===== config.mk =====
export PLATFORM = sky130hd
export DESIGN_NAME = skt_cell
export DESIGN_NICKNAME = d
export VERILOG_FILES = /design/src/hw/rtl/skt_pkg.sv /design/src/hw/rtl/skt_cell.sv
export SDC_FILE = /design/constraint.sdc
export NUM_CORES = 1
export LEC_CHECK = 0
export BUFFER_PORTS_ARGS = -buffer_cell sky130_fd_sc_hd__buf_2
export CAP_MARGIN = 0
export CORE_AREA = 2 2 105 107
export DETAILED_ROUTE_END_ITERATION = 6
export DIE_AREA = 0 0 107 109
export PLACE_DENSITY_LB_ADDON = 0.12
export SLEW_MARGIN = 10
export SYNTH_ARGS = -nofsm -noshare
export SYNTH_HDL_FRONTEND = slang
export SYNTH_SLANG_ARGS = --single-unit

===== constraint.sdc =====
create_clock -name clk -period 6.3 [get_ports clk]
set_input_delay 1.89 -clock clk [delete_from_list [all_inputs] [get_ports clk]]
set_output_delay 1.89 -clock clk [all_outputs]
set_load 0.005 [all_outputs]

===== src/hw/rtl/skt_pkg.sv =====
// ----------------------------------------------------------------------------
// skt_pkg
// Shared types and codes for the sorted key table: request and response
// words, status codes, cell operations, the per-cell compare flags and the controller states.
// ----------------------------------------------------------------------------
package skt_pkg;

    localparam int KEY_W     = 32;
    localparam int PAYLOAD_W = 32;
    localparam int POS_W     = 9;

    typedef enum logic [1:0] {
        REQ_LOOKUP = 2'd0,
        REQ_INSERT = 2'd1,
        REQ_REMOVE = 2'd2,
        REQ_CLEAR  = 2'd3
    } req_kind_t;

    typedef enum logic [1:0] {
        ST_DONE = 2'd0,
        ST_MISS = 2'd1,
        ST_DUP  = 2'd2,
        ST_FULL = 2'd3
    } status_t;

    typedef struct packed {
        req_kind_t              req_type;
        logic [KEY_W-1:0]       key;
        logic [PAYLOAD_W-1:0]   payload;
        logic                   allow_dup;
    } req_t;

    typedef struct packed {
        status_t                status;
        logic                   found;
        logic [POS_W-1:0]       position;
        logic [PAYLOAD_W-1:0]   payload_out;
        logic [POS_W-1:0]       entry_count;
    } rsp_t;

    typedef enum logic [1:0] {
        CELL_HOLD = 2'd0,
        CELL_CMP  = 2'd1,
        CELL_INS  = 2'd2,
        CELL_REM  = 2'd3
    } cell_op_t;

    // ge: entry key >= request key or slot empty
    // gt: entry key >  request key or slot empty
    // eq: slot occupied and entry key == request key
    typedef struct packed {
        logic ge;
        logic gt;
        logic eq;
    } cell_flags_t;

    typedef enum logic [1:0] {
        S_IDLE = 2'd0,
        S_SEL  = 2'd1,
        S_UPD  = 2'd2
    } state_t;

endpackage


===== src/hw/rtl/skt_cell.sv =====
// ----------------------------------------------------------------------------
// skt_cell
// One table slot: holds a key and payload, compares against the request key
// and shifts toward either neighbor on insert or remove.
// ----------------------------------------------------------------------------
module skt_cell #(
    parameter int INDEX        = 0,
    parameter int CNT_W        = 9,
    parameter int KEY_BITS     = 32,
    parameter int PAYLOAD_BITS = 32
) (
    input  logic                     clk,
    input  skt_pkg::cell_op_t        op,
    input  logic [CNT_W-1:0]         count,
    input  logic [KEY_BITS-1:0]      req_key,
    input  logic [PAYLOAD_BITS-1:0]  req_payload,
    input  logic [KEY_BITS-1:0]      prev_key,
    input  logic [PAYLOAD_BITS-1:0]  prev_payload,
    input  skt_pkg::cell_flags_t     prev_flags,
    input  logic [KEY_BITS-1:0]      next_key,
    input  logic [PAYLOAD_BITS-1:0]  next_payload,
    output logic [KEY_BITS-1:0]      key_q,
    output logic [PAYLOAD_BITS-1:0]  payload_q,
    output skt_pkg::cell_flags_t     flags
);
    import skt_pkg::*;

    logic [KEY_BITS-1:0]     key_reg;
    logic [PAYLOAD_BITS-1:0] payload_reg;
    cell_flags_t             flags_reg;
    logic                    in_range;

    assign in_range = count > CNT_W'(INDEX);

    always_ff @(posedge clk)
    begin
        case (op)
            CELL_CMP:
            begin
                flags_reg.ge <= !in_range || (key_reg >= req_key);
                flags_reg.gt <= !in_range || (key_reg > req_key);
                flags_reg.eq <= in_range && (key_reg == req_key);
            end
            CELL_INS:
            begin
                // slots at or past the insertion point move up by one
                if (flags_reg.gt)
                begin
                    if (prev_flags.gt)
                    begin
                        key_reg     <= prev_key;
                        payload_reg <= prev_payload;
                    end
                    else
                    begin
                        key_reg     <= req_key;
                        payload_reg <= req_payload;
                    end
                end
            end
            CELL_REM:
            begin
                // slots at or past the removed entry pull from above
                if (flags_reg.ge)
                begin
                    key_reg     <= next_key;
                    payload_reg <= next_payload;
                end
            end
            default:
            begin
            end
        endcase
    end

    assign key_q     = key_reg;
    assign payload_q = payload_reg;
    assign flags     = flags_reg;

endmodule


# == After elaboration in Yosys (flattened, before gate mapping) ==
# Index checks and enable logic that the tools add are counted.
# word_totals
mem_bits_ro,0
out_inout_bits,67
mem_bits_rw,0
in_bits,207
mem_count,0
regBits,67
latch_bits,0
# classes
n_div,0
reduce_logical,6
addsub,0
eq_ne,6
multipliers,0
muxes,8
shifts,0
bitwise_logic,0
magnitude_cmp,3
# ops
cell,count
32-bit 2-to-1 mux,6
32-bit one-hot mux with 2 select lines,2
32-bit == test,1
32-bit >= comparator,1
32-bit greater-than comparator,1
9-bit by 1-bit greater-than comparator with 1-bit output (second input constant),1
2-bit == test (second input constant),2
2-bit != test (second input constant),2
3-bit AND reduction,1
2-bit by 1-bit == test with 1-bit output (second input constant),1
1-bit logical OR,2
2-bit nonzero test,1
1-bit logical AND,1
1-bit logical NOT,1

# == Depth between registers and ports, before layout ==
# depth
ltp_word,3
ltp_mapped,7
ltp_nobuf,7

# == Worst setup path after synthesis ==
# No wires, ideal clock.
# synth_path
path_type,input to register
start,in op[0]
end,reg key_reg[0] (netlist: key_q[0]) (enable)
arrival_time_ns,4.855
path_buffers,0
stages,2
slack_ns,0.951
setup_ns,0.494
required_ns,5.806
cell_sequence,mux2i_1 -> nor2b_1
# synth_via
elab_chain_len,3
word_cells_on_any_way,6
# synth_rtl
item,line,rtl
start: declaration,skt_cell.sv:13,"input skt_pkg::cell_op_t op,"
2-bit == test,skt_cell.sv:37,case (op)
2-bit != test (no line) or 2-bit nonzero test (tied branches),n/a,
3-bit AND reduction (no line) (*),n/a,
end signal: assignment,skt_cell.sv:51,key_reg <= prev_key;
end signal: assignment,skt_cell.sv:56,key_reg <= req_key;
end signal: assignment,skt_cell.sv:66,key_reg <= next_key;
end: declaration,skt_cell.sv:28,logic [KEY_BITS-1:0] key_reg;
# Mark *: on every way between the ends. The rest lies on a longest branch, timed or not.
# A chain may end at the register's enable or synchronous reset.

# == Final worst setup path ==
# layout_path
start,in req_key[13]
end,"reg flags_reg, in the netlist flags[1] (data pin)"
# layout_via
elab_chain_len,2
# layout_rtl
item,line,rtl
start: declaration,skt_cell.sv:15,"input logic [KEY_BITS-1:0] req_key,"
32-bit greater-than comparator,skt_cell.sv:41,flags_reg.gt <= !in_range || (key_reg > req_key);
1-bit logical OR,skt_cell.sv:41,
end: declaration,skt_cell.sv:30,cell_flags_t flags_reg;
# Every way passes these cells.

==> impl_metrics.toml <==
[status]
outcome = "finished, final reports clean"

[global_route]
grt_start_max_net_pins = 129
grt_overflow = 0
grt_antenna_before_repair = 0
grt_pass1_vias = 3688
grt_pass1_wl_um = 17500
grtUsageTotal_pct = 19.3

[layout]
final_nets = 903
drive_above_1_share_pct = 43.9
antennaDiodeCount = 0
fin_area_um2 = 5870
area_growth_pct = 40.3
final_core_util_pct = 55.4

[floorplan]
die_h_um = 109
coreArea_um2 = 10600
rows = 38
start_util_pct = 39.5
dieArea_um2 = 11700
die_w_um = 107
pin_count = 274

[sta]
min_period_over_period_pct = 55.3
worst_clock_skew_ns = 0.00703
slew_headroom_pct = 27.8
slew_viol_final = 0
rsz0062_at_grt = "no"
fmax_mhz = 287
period_minus_slack_ns = 3.48
hold_viol = 0
whs_ns = 0.894
tightestPinTransition_ns = 1.08
setup_viol = 0
setup_tns_ns = 0

[drt]
vias_per_cell = 4.76
detail_route.wirelength_um = 11300
drt-pass1-iter-count = 4
initialDrtViolationCount = 121
drc = 0
vias = 3848
wl_per_cell_um = 14.0
ant_nets = 0

[clocking]
cts_hold_buffers = 0
cts_buffers = 9
htreeDepth = 3
cts_buffer_depth = 2
clock-sinks = 67
cts-root-buf = "clkbuf_8"
post-cts-setup-buffers = 0
post_cts_resized = 0
path_clk_slew_ns = 0.08
tritoncts = "yes"
clock_latency_ns = 0.34

[worst_hold_path]
min_path_cells = 5
holdCritPathClass = "reg -> reg"
hold_end = "flags[2]"
min_from = "key_q[31]"

[synthesis]
yosys_warnings = 0
muxShareOfSynthArea_pct = 15.5
syn_avg_cell_area_um2 = 10.4
synth_seq_cells = 67
syn_nets = 641
synthTopCellsByArea = "edfxtp_1 48%, mux2i_1 16%, ha_1 9.6%, o21ai_0 7.9%, nand2_1 6.0%"
synth_compound_area_share_pct = 11.7
ys_seq_area_share_pct = 48.0
synthArstFlopShare_pct = 0
synth_edf_count = 67
synth-xor-area-share_pct = 0
ys_types = 29
yosys-top-cells-count = "67 x edfxtp_1, 67 x nand2_1, 66 x o21ai_0"
synthAdderAreaFrac_pct = 9.56
synthCells = 402
synth_ff_type = "edfxtp_1"
yosysTopAreaCellShare_pct = 48.0
synth_top_family_by_area = "multiplexers"
yosys.area.top_type = "edfxtp_1"
yosys.area_share.simple_pct = 10.2
syn_area_um2 = 4190

[worst_setup_path]
criticalPathCategory = "in -> reg"
rr_endpoint = "flags[1]"
r2r_start = "key_q[15]"
cp-start-kind = "input port"
worstPathRequired_ns = 6.39
cpPeakStageDelay_ns = 0.52
cp-startpoint = "req_key[13]"
slowest_stage = "or4_4"
ff2ff_path_depth = 6
cp-end-kind = "flip-flop"
path_cells = "buf_2 > inv_1 > ha_1 > nand4_2 > or3_1 > or4_4 > nor2b_4 > a21oi_2"
reg2reg_slack_ns = 4.06
critPathMaxFanout = 3
arrival_ns = 3.57

[run]
drv_cap = 0

[power]
leakagePower_nw = 2.92
power.density_nw_per_um2 = 200
irDropWorstVdd_mv = 0.111
finalPower_w = 0.00118

[place]
place_congestion = 0.760
dp_hpwl_um = 8970
dpl-instance-area_um2 = 5650
portBuffers = 271
cells by family after synthesis:
| logic type | count (synthesis) |
|---|---|
| AOI/OAI and AO/OA | 91 |
| muxes | 65 |
| DFF | 67 |
| adders and majority gates | 32 |
| and+or+nand+nor | 94 |
| buffers and inverters | 53 |
worst max-delay path by stage:
stage                    to  slack, ns  cells after the start
3_5_place_dp   payload_q[2]       2.44                      4
6_report           flags[1]       2.82                      8
4_1_cts           key_q[24]       2.82                      4
2_1_floorplan      key_q[0]       0.95                      2
3_3_place_gp      key_q[26]       2.46                      4
5_1_grt           key_q[24]       2.70                      4
per-stage QoR:
step	instances	worst slack, ns
floorplan	402	0.951
global placement	793	2.46
detailed placement	793	2.44
CTS	809	2.82
global route	809	2.70
finish	809	2.82
layer usage:
metal / GRT usage [%] / wire length [um]
met1: 22.4 / 4520
met2: 34.3 / 5710
met3: 5.68 / 928
met4: 6.12 / 187
met5: 0 / 0
cell usage in the layout (no fill, tap or decap), drive strengths merged:
cell,count
bufinv,2
or3,1
buf,272
nor3,2
a21o,4
nor2,2
clkinv,2
a21oi,15
or4,1
ha,32
nand3,6
o21ai,66
nand2,67
and2,1
a41o,1
and4,2
clkinvlp,1
nor2b,4
edfxtp,67
and3,1
nand4,6
o41ai,1
mux2i,65
nor4,1
o211ai,2
a21boi,1
clkbuf,9
a211oi,1
inv,34
area by class of cell:
class                           count  area (um^2)
Timing Repair Buffer              272         1370
Inverter                           32          120
Fill cell                         972         4730
Multi-Input combinational cell    282         1980
Tap cell                          140          175
Sequential cell                    67         2010
Clock buffer                        9          124
Clock inverter                      7         98.8
critical path: cells and delay by family:
family | cells | cell delay [ns]
buffers and inverters | 2 | 0.13
AO/OA/AOI/OAI | 1 | 0.03
adder cells (fa/ha/maj) | 1 | 0.30
AND/OR/NAND/NOR | 4 | 1.22
where the power goes:
part | switching [W] | internal [W] | total [W]
clock network | 0.000181 | 0.000226 | 0.000406
logic | 0.000113 | 0.000115 | 0.000229
registers | 0.0000107 | 0.000530 | 0.000540
total | 0.000305 | 0.000871 | 0.00118
No activity file was read; power rests on OpenSTA's default activity.
